$ cat src/design/rmp_pkg.sv
// Shared types and constants for the routing message parser.
`default_nettype none
package rmp_pkg;

  // Status codes of the end-of-message item
  localparam logic [3:0] ST_OK      = 4'd0;
  localparam logic [3:0] ST_SHORT   = 4'd1;
  localparam logic [3:0] ST_BADLEN  = 4'd2;
  localparam logic [3:0] ST_RESIDUE = 4'd3;
  localparam logic [3:0] ST_NOENT   = 4'd4;
  localparam logic [3:0] ST_TRUNC   = 4'd5;
  localparam logic [3:0] ST_RUNOFF  = 4'd6;
  localparam logic [3:0] ST_BADSEG  = 4'd7;
  localparam logic [3:0] ST_LONG    = 4'd8;

  // Format modes (the unused code behaves as level 2)
  localparam logic [1:0] MODE_P3 = 2'd0;
  localparam logic [1:0] MODE_L1 = 2'd1;
  localparam logic [1:0] MODE_RESET = MODE_L1;

  // Segment id limits and header layout
  localparam logic [16:0] L1_ID_LIMIT  = 17'd1024;
  localparam logic [16:0] L2_ID_LIMIT  = 17'd64;
  localparam int unsigned HEADER_BYTES = 4;

  // Ones' complement residue targets
  localparam logic [15:0] RES_P3 = 16'hffff;
  localparam logic [15:0] RES_P4 = 16'hfffe;

  // Result queue geometry
  localparam int unsigned FIFO_DEPTH = 4;
  localparam int unsigned FIFO_AW    = 2;

  // Segment parsing phase, one-hot
  typedef enum logic [2:0] {
    PH_COUNT   = 3'b001,
    PH_START   = 3'b010,
    PH_ENTRIES = 3'b100
  } seg_phase_t;

  // One result item as queued
  typedef struct packed {
    logic        is_status;
    logic [15:0] node_id;
    logic [15:0] entry_word;
    logic [3:0]  status;
    logic [7:0]  flags;
    logic [15:0] source;
  } rmp_item_t;

endpackage
`default_nettype wire

$ cat src/design/rmp_out_fifo.sv
// Result queue: takes up to two items a cycle, delivers one a cycle while pop_ready is high.
`default_nettype none
module rmp_out_fifo
  import rmp_pkg::*;
(
  input  wire logic      clk,
  input  wire logic      rst_n,
  input  wire logic [1:0] push_cnt,
  input  wire rmp_item_t push0,
  input  wire rmp_item_t push1,
  output logic           room_two,
  output logic           pop_valid,
  input  wire logic      pop_ready,
  output rmp_item_t      pop_item
);

  rmp_item_t                mem_r [FIFO_DEPTH];
  logic [FIFO_AW-1:0]       wr_r, wr_nxt, rd_r, rd_nxt;
  logic [FIFO_AW:0]         cnt_r, cnt_nxt;
  logic                     pop;

  assign pop_valid = (cnt_r != '0);
  assign pop_item  = mem_r[rd_r];
  assign pop       = pop_valid && pop_ready;
  assign room_two  = (cnt_r <= (FIFO_AW+1)'(FIFO_DEPTH - 2));

  // Pointer and fill count update
  always_comb begin
    wr_nxt  = wr_r + FIFO_AW'(push_cnt);
    rd_nxt  = rd_r + FIFO_AW'(pop);
    cnt_nxt = cnt_r + (FIFO_AW+1)'(push_cnt) - (FIFO_AW+1)'(pop);
  end

  always_ff @(posedge clk) begin
    if (!rst_n) begin
      wr_r  <= '0;
      rd_r  <= '0;
      cnt_r <= '0;
    end else begin
      wr_r  <= wr_nxt;
      rd_r  <= rd_nxt;
      cnt_r <= cnt_nxt;
    end
  end

  // Storage; second item goes to the slot after the first
  always_ff @(posedge clk) begin
    if (push_cnt != 2'd0) mem_r[wr_r] <= push0;
    if (push_cnt == 2'd2) mem_r[wr_r + FIFO_AW'(1)] <= push1;
  end

endmodule
`default_nettype wire

$ cat src/design/routing_message_parser_top.sv
// Routing message parser: top level with byte parser, config and assertions.
//
// Takes one message byte per cycle. Each byte updates the parse state and
// writes its results (an entry item, the end-of-message status item, or
// both) into a four-item result queue, so bytes are taken back to back as
// long as the queue has room for two items; in_ready falls only while three
// or more items are waiting. Entries are emitted before the message is
// checked; the status item (run_last set) carries the top-priority error.
// The user must write format_mode only between messages; it is not enforced.
`default_nettype none
module routing_message_parser_top
  import rmp_pkg::*;
#(
  parameter int unsigned MAX_MESSAGE_BYTES = 4096
) (
  input  wire logic        clk,
  input  wire logic        rst_n,
  input  wire logic        in_valid,
  output logic             in_ready,
  input  wire logic [7:0]  in_data_byte,
  input  wire logic        in_end_of_message,
  output logic             out_valid,
  input  wire logic        out_ready,
  output logic             out_is_status,
  output logic [15:0]      out_node_id,
  output logic [15:0]      out_entry_word,
  output logic [3:0]       out_status,
  output logic [2:0]       out_msg_type,
  output logic [2:0]       out_extended_type,
  output logic             out_control_flag,
  output logic             out_pf_flag,
  output logic [15:0]      out_source_node,
  output logic             out_run_last,
  input  wire logic        cfg_wr_en,
  input  wire logic [1:0]  cfg_wr_data
);

  localparam int unsigned POS_W = $clog2(MAX_MESSAGE_BYTES + 1);
  localparam logic [POS_W-1:0] POS_MAX = POS_W'(MAX_MESSAGE_BYTES);
  localparam logic [POS_W-1:0] POS_HDR = POS_W'(HEADER_BYTES);
  localparam logic [POS_W-1:0] POS_ONEWORD = POS_W'(HEADER_BYTES + 2);

  logic [1:0]       mode_r;
  logic [POS_W-1:0] pos_r, pos_nxt;
  logic [7:0]       low_r, low_nxt;
  logic [15:0]      held_r, held_nxt;
  logic             held_v_r, held_v_nxt;
  logic [15:0]      sum_r, sum_nxt;
  seg_phase_t       phase_r, phase_nxt;
  logic [15:0]      left_r, left_nxt;
  logic [15:0]      id_r, id_nxt;
  logic             bad_r, bad_nxt;
  logic [3:0]       ferr_r, ferr_nxt;
  logic [7:0]       flags_r, flags_nxt;
  logic [15:0]      src_r, src_nxt;

  logic             in_fire;
  logic             ent_v;
  logic [15:0]      ent_id, ent_word;
  logic [16:0]      sum17, res17, seg17;
  logic [15:0]      residue, left_dec;
  logic [3:0]       fin_st;
  logic             seg_ok;
  rmp_item_t        item_ent, item_st, push0, push1, head;
  logic [1:0]       push_cnt;
  logic             room_two;

  assign in_ready = room_two;
  assign in_fire  = in_valid && in_ready;

  // Configuration register
  always_ff @(posedge clk) begin
    if (!rst_n) begin
      mode_r <= MODE_RESET;
    end else if (cfg_wr_en) begin
      mode_r <= cfg_wr_data;
    end
  end

  // Per-byte parse: header capture, word assembly, segment walk, status
  always_comb begin
    pos_nxt    = pos_r;
    low_nxt    = low_r;
    held_nxt   = held_r;
    held_v_nxt = held_v_r;
    sum_nxt    = sum_r;
    phase_nxt  = phase_r;
    left_nxt   = left_r;
    id_nxt     = id_r;
    bad_nxt    = bad_r;
    ferr_nxt   = ferr_r;
    flags_nxt  = flags_r;
    src_nxt    = src_r;
    ent_v      = 1'b0;
    ent_id     = '0;
    ent_word   = '0;
    sum17      = {1'b0, sum_r} + {1'b0, held_r};
    seg17      = {1'b0, left_r} + {1'b0, held_r};
    left_dec   = left_r - 16'd1;
    if (mode_r == MODE_L1) begin
      seg_ok = (left_r != '0) && (seg17 <= L1_ID_LIMIT);
    end else begin
      seg_ok = (left_r != '0) && (held_r != '0) && (seg17 <= L2_ID_LIMIT);
    end

    if (in_fire) begin
      if (ferr_r == ST_LONG || pos_r >= POS_MAX) begin
        ferr_nxt = ST_LONG;
      end else begin
        pos_nxt = pos_r + POS_W'(1);
        if (pos_r == POS_W'(0)) begin
          flags_nxt = in_data_byte;
        end else if (pos_r == POS_W'(1)) begin
          src_nxt[7:0] = in_data_byte;
        end else if (pos_r == POS_W'(2)) begin
          src_nxt[15:8] = in_data_byte;
        end else if (pos_r >= POS_HDR) begin
          if (!pos_r[0]) begin
            low_nxt = in_data_byte;
          end else begin
            // the previously held word becomes a body word
            if (held_v_r) begin
              sum_nxt = sum17[15:0] + 16'(sum17[16]);
              if (ferr_r == ST_OK) begin
                if (mode_r == MODE_P3) begin
                  ent_v    = 1'b1;
                  ent_id   = id_r;
                  ent_word = held_r;
                  id_nxt   = id_r + 16'd1;
                end else begin
                  unique case (phase_r)
                    PH_COUNT: begin
                      left_nxt  = held_r;
                      phase_nxt = PH_START;
                    end
                    PH_START: begin
                      id_nxt  = held_r;
                      bad_nxt = !seg_ok;
                      if (left_r == '0) begin
                        ferr_nxt  = ST_BADSEG;
                        phase_nxt = PH_COUNT;
                      end else begin
                        phase_nxt = PH_ENTRIES;
                      end
                    end
                    PH_ENTRIES: begin
                      ent_v    = 1'b1;
                      ent_id   = id_r;
                      ent_word = held_r;
                      id_nxt   = id_r + 16'd1;
                      left_nxt = left_dec;
                      if (left_dec == '0) begin
                        if (bad_r) ferr_nxt = ST_BADSEG;
                        phase_nxt = PH_COUNT;
                      end
                    end
                    default: phase_nxt = PH_COUNT;
                  endcase
                end
              end
            end
            held_nxt   = {in_data_byte, low_r};
            held_v_nxt = 1'b1;
          end
        end
      end
    end

    // Final status from the updated state
    res17   = {1'b0, sum_nxt} + {1'b0, ~held_nxt};
    residue = res17[15:0] + 16'(res17[16]);
    priority if (ferr_nxt == ST_LONG) begin
      fin_st = ST_LONG;
    end else if (pos_nxt < POS_HDR) begin
      fin_st = ST_SHORT;
    end else if (pos_nxt == POS_HDR || pos_nxt[0]) begin
      fin_st = ST_BADLEN;
    end else if (residue != ((mode_r == MODE_P3) ? RES_P3 : RES_P4)) begin
      fin_st = ST_RESIDUE;
    end else if (pos_nxt == POS_ONEWORD) begin
      fin_st = ST_NOENT;
    end else if (ferr_nxt != ST_OK) begin
      fin_st = ferr_nxt;
    end else if (mode_r != MODE_P3 && phase_nxt == PH_START) begin
      fin_st = ST_TRUNC;
    end else if (mode_r != MODE_P3 && phase_nxt == PH_ENTRIES) begin
      fin_st = ST_RUNOFF;
    end else begin
      fin_st = ST_OK;
    end

    // Result items carry the header as it stands after this byte
    item_ent = '{is_status: 1'b0, node_id: ent_id, entry_word: ent_word,
                 status: ST_OK, flags: flags_nxt, source: src_nxt};
    item_st  = '{is_status: 1'b1, node_id: 16'd0, entry_word: 16'd0,
                 status: fin_st, flags: flags_nxt, source: src_nxt};

    // Message end: everything but the mode goes back to reset
    if (in_fire && in_end_of_message) begin
      pos_nxt    = '0;
      low_nxt    = '0;
      held_nxt   = '0;
      held_v_nxt = 1'b0;
      sum_nxt    = '0;
      phase_nxt  = PH_COUNT;
      left_nxt   = '0;
      id_nxt     = 16'd1;
      bad_nxt    = 1'b0;
      ferr_nxt   = ST_OK;
      flags_nxt  = '0;
      src_nxt    = '0;
    end
  end

  // Queue write selection: entry first, then status
  always_comb begin
    push0    = ent_v ? item_ent : item_st;
    push1    = item_st;
    push_cnt = 2'(ent_v) + 2'(in_fire && in_end_of_message);
  end

  always_ff @(posedge clk) begin
    if (!rst_n) begin
      pos_r    <= '0;
      low_r    <= '0;
      held_r   <= '0;
      held_v_r <= 1'b0;
      sum_r    <= '0;
      phase_r  <= PH_COUNT;
      left_r   <= '0;
      id_r     <= 16'd1;
      bad_r    <= 1'b0;
      ferr_r   <= ST_OK;
      flags_r  <= '0;
      src_r    <= '0;
    end else begin
      pos_r    <= pos_nxt;
      low_r    <= low_nxt;
      held_r   <= held_nxt;
      held_v_r <= held_v_nxt;
      sum_r    <= sum_nxt;
      phase_r  <= phase_nxt;
      left_r   <= left_nxt;
      id_r     <= id_nxt;
      bad_r    <= bad_nxt;
      ferr_r   <= ferr_nxt;
      flags_r  <= flags_nxt;
      src_r    <= src_nxt;
    end
  end

  // Result queue
  rmp_out_fifo u_fifo (
    .clk       (clk),
    .rst_n     (rst_n),
    .push_cnt  (push_cnt),
    .push0     (push0),
    .push1     (push1),
    .room_two  (room_two),
    .pop_valid (out_valid),
    .pop_ready (out_ready),
    .pop_item  (head)
  );

  // Output field unpacking
  assign out_is_status     = head.is_status;
  assign out_node_id       = head.node_id;
  assign out_entry_word    = head.entry_word;
  assign out_status        = head.status;
  assign out_msg_type      = head.flags[3:1];
  assign out_extended_type = head.flags[6:4];
  assign out_control_flag  = head.flags[0];
  assign out_pf_flag       = head.flags[7];
  assign out_source_node   = head.source;
  assign out_run_last      = head.is_status;

  // Checks
  a_eom_clears: assert property (@(posedge clk) disable iff (!rst_n)
    in_valid && in_ready && in_end_of_message |=> pos_r == '0 && ferr_r == ST_OK)
    else $error("parse state not cleared after message end");

  a_entry_ok: assert property (@(posedge clk) disable iff (!rst_n)
    out_valid && !out_is_status |-> out_status == ST_OK)
    else $error("entry item carries a status code");

  a_stall_cause: assert property (@(posedge clk) disable iff (!rst_n)
    !in_ready |-> out_valid)
    else $error("input stalled with no result waiting");

  a_len_cap: assert property (@(posedge clk) disable iff (!rst_n)
    pos_r <= POS_MAX)
    else $error("byte position beyond maximum message length");

endmodule
`default_nettype wire
$ cat config.mk
export PLATFORM = sky130hd
export DESIGN_NAME = routing_message_parser_top
export DESIGN_NICKNAME = d
export VERILOG_FILES = /design/src/design/rmp_pkg.sv /design/src/design/rmp_out_fifo.sv /design/src/design/routing_message_parser_top.sv
export SDC_FILE = /design/constraint.sdc
export NUM_CORES = 1
export LEC_CHECK = 0
export BUFFER_PORTS_ARGS = -buffer_cell sky130_fd_sc_hd__buf_2
export CORE_ASPECT_RATIO = 1.2
export CORE_MARGIN = 4
export CORE_UTILIZATION = 45
export DETAILED_ROUTE_END_ITERATION = 12
export GPL_ROUTABILITY_DRIVEN = 1
export SYNTH_ARGS = -nofsm -noshare
export SYNTH_HDL_FRONTEND = slang
export SYNTH_HIERARCHICAL = 1
export SYNTH_SLANG_ARGS = --single-unit
$ cat constraint.sdc
create_clock -name clk -period 8.5 [get_ports clk]
set_clock_uncertainty 0.15 [all_clocks]
set_input_delay 1.7 -clock clk [delete_from_list [all_inputs] [get_ports clk]]
set_output_delay 1.7 -clock clk [all_outputs]
set_load 0.05 [all_outputs]
======== After elaboration in Yosys (flattened, before gate mapping) ========
Memories as Yosys holds them, arrays and structs flattened. A register that Yosys moved wholly into a read port is not among the register bits.
Index checks and enable logic that the tools add are counted.
word-level totals
  output and inout port bits .............. 64
  memory bits (writable) .................. 244
  input bits .............................. 16
  word-level logic and storage cells ...... 194
  bits in registers ....................... 127
  bits in read-only memories .............. 0
  bits in latches ......................... 0
  memories ................................ 1
operators by class
  equal/unequal tests ..................... 14
  reduce and logical (&&, ||, !) cells .... 30
  $mul .................................... 0
  bitwise operators ....................... 8
  div/mod/pow operators ................... 0
  add/subtract/negate cells ............... 14
  muxes and demuxes ....................... 105
  order comparisons ....................... 6
  shifts and indexed selects .............. 0
memories
  memory        words  bits a word  read ports  clocked after memory_dff  wr ports  RTL line            text
  u_fifo.mem_r  4      61           1           1                         2         rmp_out_fifo.sv:17  rmp_item_t mem_r [FIFO_DEPTH];
operators by type and width
  cell                                                                                count
  16-bit two-way mux                                                                  41
  4-bit two-way mux                                                                   19
  16-bit one-hot mux with 2 select lines                                              2
  61-bit two-way mux                                                                  1
  16-bit by 16-bit adder with 17-bit output                                           3
  8-bit two-way mux                                                                   6
  3-bit two-way mux                                                                   14
  16-bit by 1-bit adder with 16-bit output                                            2
  16-bit zero test                                                                    2
  16-bit nonzero test                                                                 2
  13-bit by 3-bit == test with 1-bit output, second input constant                    2
  13-bit two-way mux                                                                  2
  11-bit AND reduction                                                                2
  17-bit by 11-bit less-or-equal comparator with 1-bit output, second input constant  1
  17-bit by 7-bit less-or-equal comparator with 1-bit output, second input constant   1
  1-bit two-way mux                                                                   17
  16-bit by 1-bit adder with 16-bit output, second input constant                     1
  16-bit != test                                                                      1
  16-bit NOT                                                                          1
  16-bit by 1-bit subtractor with 16-bit output, second input constant                1
  7-bit AND reduction                                                                 2
  13-bit by 1-bit adder with 13-bit output, second input constant                     1
  13-bit by 1-bit == test with 1-bit output, second input constant                    1
  13-bit by 2-bit == test with 1-bit output, second input constant                    1
  31 further kinds                                                                    51

======== Logic depth before layout (Yosys ltp) ========
  depth in word-level cells ............... 25
  gate-level depth with buffers ........... 37
  depth with buffers taken out ............ 37

======== Cells and area by module ========
The synthesis kept the hierarchy.
by module, submodules not included
  module                      area each (µm²)  times used  cells each  seq. area each (µm²)
  rmp_out_fifo                12176.7          1           635         7467.2
  routing_message_parser_top  9306.4           1           1188        2402.3

======== Worst setup path before layout ========
No wires, ideal clock.
  path kind ............................... input to register
  start point ............................. input in_valid
  end point ............................... memory u_fifo/mem_r[0][0] (netlist bit) (enable)
  arrival ................................. 8073 ps
  library setup time ...................... 564 ps
  stages .................................. 12
  path slack .............................. -287 ps
  required time ........................... 7786 ps
  buffers on the path ..................... 4
  cells stage by stage .................... and2_1 clkbuf_1 nand4_1 or2_1 clkbuf_1 or3_1 clkbuf_1 inv_1 clkbuf_1 ha_1 o21bai_1 o21ai_0
RTL lines
  what         RTL line                          text
  from (decl)  routing_message_parser_top.sv:18  input wire logic in_valid,
  to (decl)    rmp_out_fifo.sv:17

==> out/metrics.yaml <==
outcome:
  status: "complete, no violations"
pwr:
  p_switching_uw: 1490
  sw_frac_of_total: 0.316
  combPwrFrac: 0.218
  max-vdd-ir-drop_uv: 113
  leakagePower_uw: 0.00930
  internal_power_uw: 3230
  seqPwrFrac: 0.435
  pwr_density_cell_mw_per_mm2: 193
  clockPowerShare: 0.347
floorplan:
  initial_utilization: 0.456
  ios: 80
  placementRows: 87
  dieArea_mm2: 0.0513
  die_h_um: 247
  core_area_mm2: 0.0471
  die_x_um: 207
route:
  vias: 15200
  drc_errors: 0
  drt-initial-drc-count: 738
  post_drt_wl_per_cell_um: 20.9
  vias_per_cell: 5.67
  dr.pass1.iters: 5
  ant_nets: 0
  finalWirelength_um: 56000
critical_path:
  slowest_delay_ns: 0.57
  start_kind: "register"
  crit_fanout: 9
  worst-endpoint-required_ns: 8.78
  reg2reg_slack_ns: 0.52
  critPathSlowestCell: "or4b_4"
  crit_path_end_kind: "register"
  r2r_end: "u_fifo/mem_r[1][27]$_DFFE_PP_"
  r2r_start: "held_r[0]$_SDFF_PP0_"
  arrival_ns: 8.26
  critPathKind: "register to register"
  reg2reg_depth: 34
min_path:
  hold_class: "register to register"
  whs_path_depth: 2
  min_from: "u_fifo/rd_r[1]$_SDFF_PN0_"
  hold_path_end: "u_fifo/rd_r[1]$_SDFF_PN0_"
synth:
  syn_inst: 1823
  synth_area_mm2: 0.0215
  synth_top_area_frac: 0.341
  yosysSeqAreaShare: 0.459
  synth_top_flop_cell: "edfxtp_1"
  ys_seq_elements: 371
  ys_warn_count: 6
  synth_edf_count: 244
  synth.largest_area_cell: "edfxtp_1"
  avgSynthCellArea_um2: 11.8
  synthTopCellsByArea: "edfxtp_1 (34%), mux2_2 (13%), dfxtp_1 (12%)"
  async_flop_share: 0
  ys_types: 101
sta:
  tightest_slew_ns: 1.07
  relSlewSlack: 0.289
  finalHoldViolations: 0
  setup_viol: 0
  finalCritPeriodShare: 0.938
  finalSetupTns_ns: 0
  fmax_mhz: 125
  drv_slew: 0
  min_period_ns: 7.98
job:
  cap_violations: 0
clocking:
  tritoncts: "built"
  path_clk_slew_ns: 0.06
  htreeDepth: 2
  cts-root-buf: "clkbuf_16"
  clock_path_buffers: 3
  clock_latency_ns: 0.57
  numClockSinks: 371
  cts_buffers: 40
placement:
  gp_congestion: 0.928
  place_area_mm2: 0.0231
  hpwl_um: 37600
  io_buffer_count: 79
  dp.cells: 2604
layout:
  fin_util: 0.519
  nNetsFinal: 2112
  n_antenna_cell: 0
  finalInstanceArea_mm2: 0.0245
  fill_cells: 4175
  drive_gt1_frac: 0.277
  finalNonFillerCells: 2679
  syn_to_final_growth_pct: 13.9
global_route:
  globalRoute.totalOverflow: 0
  grt_pass1_vias: 15400
  antenna_found_initial: 0
  grt_use_total: 0.215
  grt_pass1_wl_um: 87800
  grt_max_degree: 62
-- synthesized netlist by cell type, drive strengths merged (7+ instances only) --
library cell / count
nor3: 38
nor4: 27
o211ai: 7
nand3b: 7
a21o: 15
inv: 38
nand2: 87
nand3: 30
and3: 10
and2: 74
xnor2: 32
nor3b: 8
edfxtp: 244
dfxtp: 127
or2: 13
nor2b: 15
or3: 20
xor2: 18
nand2b: 12
a21oi: 64
a211oi: 18
buf: 51
mux2i: 33
o21a: 9
ha: 66
nor2: 151
mux4: 61
nand4: 21
mux2: 269
clkbuf: 44
o21ai: 72
a31oi: 9
a22oi: 15
o31ai: 12
-- final cells by class --
cell class / instances / area, um^2 / share of cell area
inverters: 38 / 143 / 0.00583
multi-input cells: 1449 / 11700 / 0.478
clock buffers: 48 / 1030 / 0.0422
clock inverters: 24 / 175 / 0.00716
well taps: 623 / 779 / 0.0319
repair buffers: 126 / 773 / 0.0316
flip-flops and latches: 371 / 9870 / 0.404
-- cells in the final DEF, fill, tap and decap left out, types with 38 or more instances in the layout --
cell type,count
a21oi_1,61
conb_1,132
edfxtp_1,244
mux4_2,61
nor2_1,145
mux2_2,257
clkbuf_16,40
dfxtp_1,125
buf_2,79
and2_1,72
nand2_1,87
o21ai_0,67
inv_1,38
buf_4,45
ha_1,64
-- worst max-delay path by stage --
stage / startpoint / endpoint / slack [ns] / cells after the start
after floorplan: held_r[0]$_SDFF_PP0_ / u_fifo/mem_r[1][26]$_DFFE_PP_ / 1.04 / 34
after global placement: sum_r[0]$_SDFF_PP0_ / u_fifo/mem_r[2][26]$_DFFE_PP_ / 0.26 / 33
after detailed placement: held_r[0]$_SDFF_PP0_ / u_fifo/mem_r[2][26]$_DFFE_PP_ / -0.03 / 34
after CTS: held_r[0]$_SDFF_PP0_ / u_fifo/mem_r[0][26]$_DFFE_PP_ / 0.08 / 34
after global routing: sum_r[0]$_SDFF_PP0_ / u_fifo/mem_r[2][26]$_DFFE_PP_ / -0.02 / 34
final: held_r[0]$_SDFF_PP0_ / u_fifo/mem_r[1][27]$_DFFE_PP_ / 0.52 / 34
-- state kept, by name, summed over array words and instances (netlist names) --
register      cells
u_fifo/mem_r    244
held_r           16
id_r             16
left_r           16
src_r            16
sum_r            16
pos_r            13
flags_r           8
low_r             8
ferr_r            4
phase_r           3
u_fifo/cnt_r      3
mode_r            2
u_fifo/rd_r       2
u_fifo/wr_r       2
bad_r             1
held_v_r          1
-- kinds of logic after synthesis --
kind of cell | after synthesis | synth area share
flops | 371 | 0.459
xor+xnor | 52 | 0.0225
buf+inv | 133 | 0.0295
simple gates | 540 | 0.134
fa+ha+maj | 70 | 0.0422
other cells | 2 | 0.000350
compound gates | 292 | 0.0915
mux | 363 | 0.220
-- metal layers --
metal / up-vias / GRT usage / part of all wire
met5: - / 0 / 0
met4: 0 / 0.0687 / 0.031
met3: 98 / 0.0344 / 0.045
met2: 339 / 0.385 / 0.50
met1: 7522 / 0.268 / 0.43
li1: 7239 / - / -
-- through the flow --
| stage | setup WS (ns) | total power (uW) | hold WS, ns |
|---|---|---|---|
| 6_report | 0.525 | 4720 | 0.321 |
| 3_5_place_dp | -0.0348 | 3140 | 0.311 |
| 2_1_floorplan | 1.04 | 2890 | 0.308 |
| 3_3_place_gp | 0.260 | 3130 | 0.297 |
| 4_1_cts | 0.0800 | 4780 | 0.322 |
| 5_1_grt | -0.0160 | 4920 | 0.349 |
-- power groups by stage --
| stage | sequential [uW] | clock (uW) | combinational, uW |
|---|---|---|---|
| 6_report | 2060 | 1640 | 1030 |
| 5_1_grt | 2070 | 1760 | 1090 |
| 4_1_cts | 2060 | 1680 | 1040 |
| 3_5_place_dp | 2100 | 0 | 1040 |
| 3_3_place_gp | 2100 | 0 | 1030 |
| 2_1_floorplan | 2050 | 0 | 838 |
-- repair_timing --
action	CTS	global route
hold buffers	0	0
pin swaps	0	7
cloned	0	0
resized for setup	2	18
setup buffers	0	3
setup endpoints to repair	4	16
-- worst max-delay path: cells and delay by family, from the launching register on --
kind	cells	cell delay, ns
compound gates	9	1.93
xor+xnor	2	0.26
fa+ha+maj	6	1.55
buf+inv	1	0.06
flops	1	0.33
mux	2	0.50
simple gates	14	3.04
No activity file was read; power rests on OpenSTA's default activity.
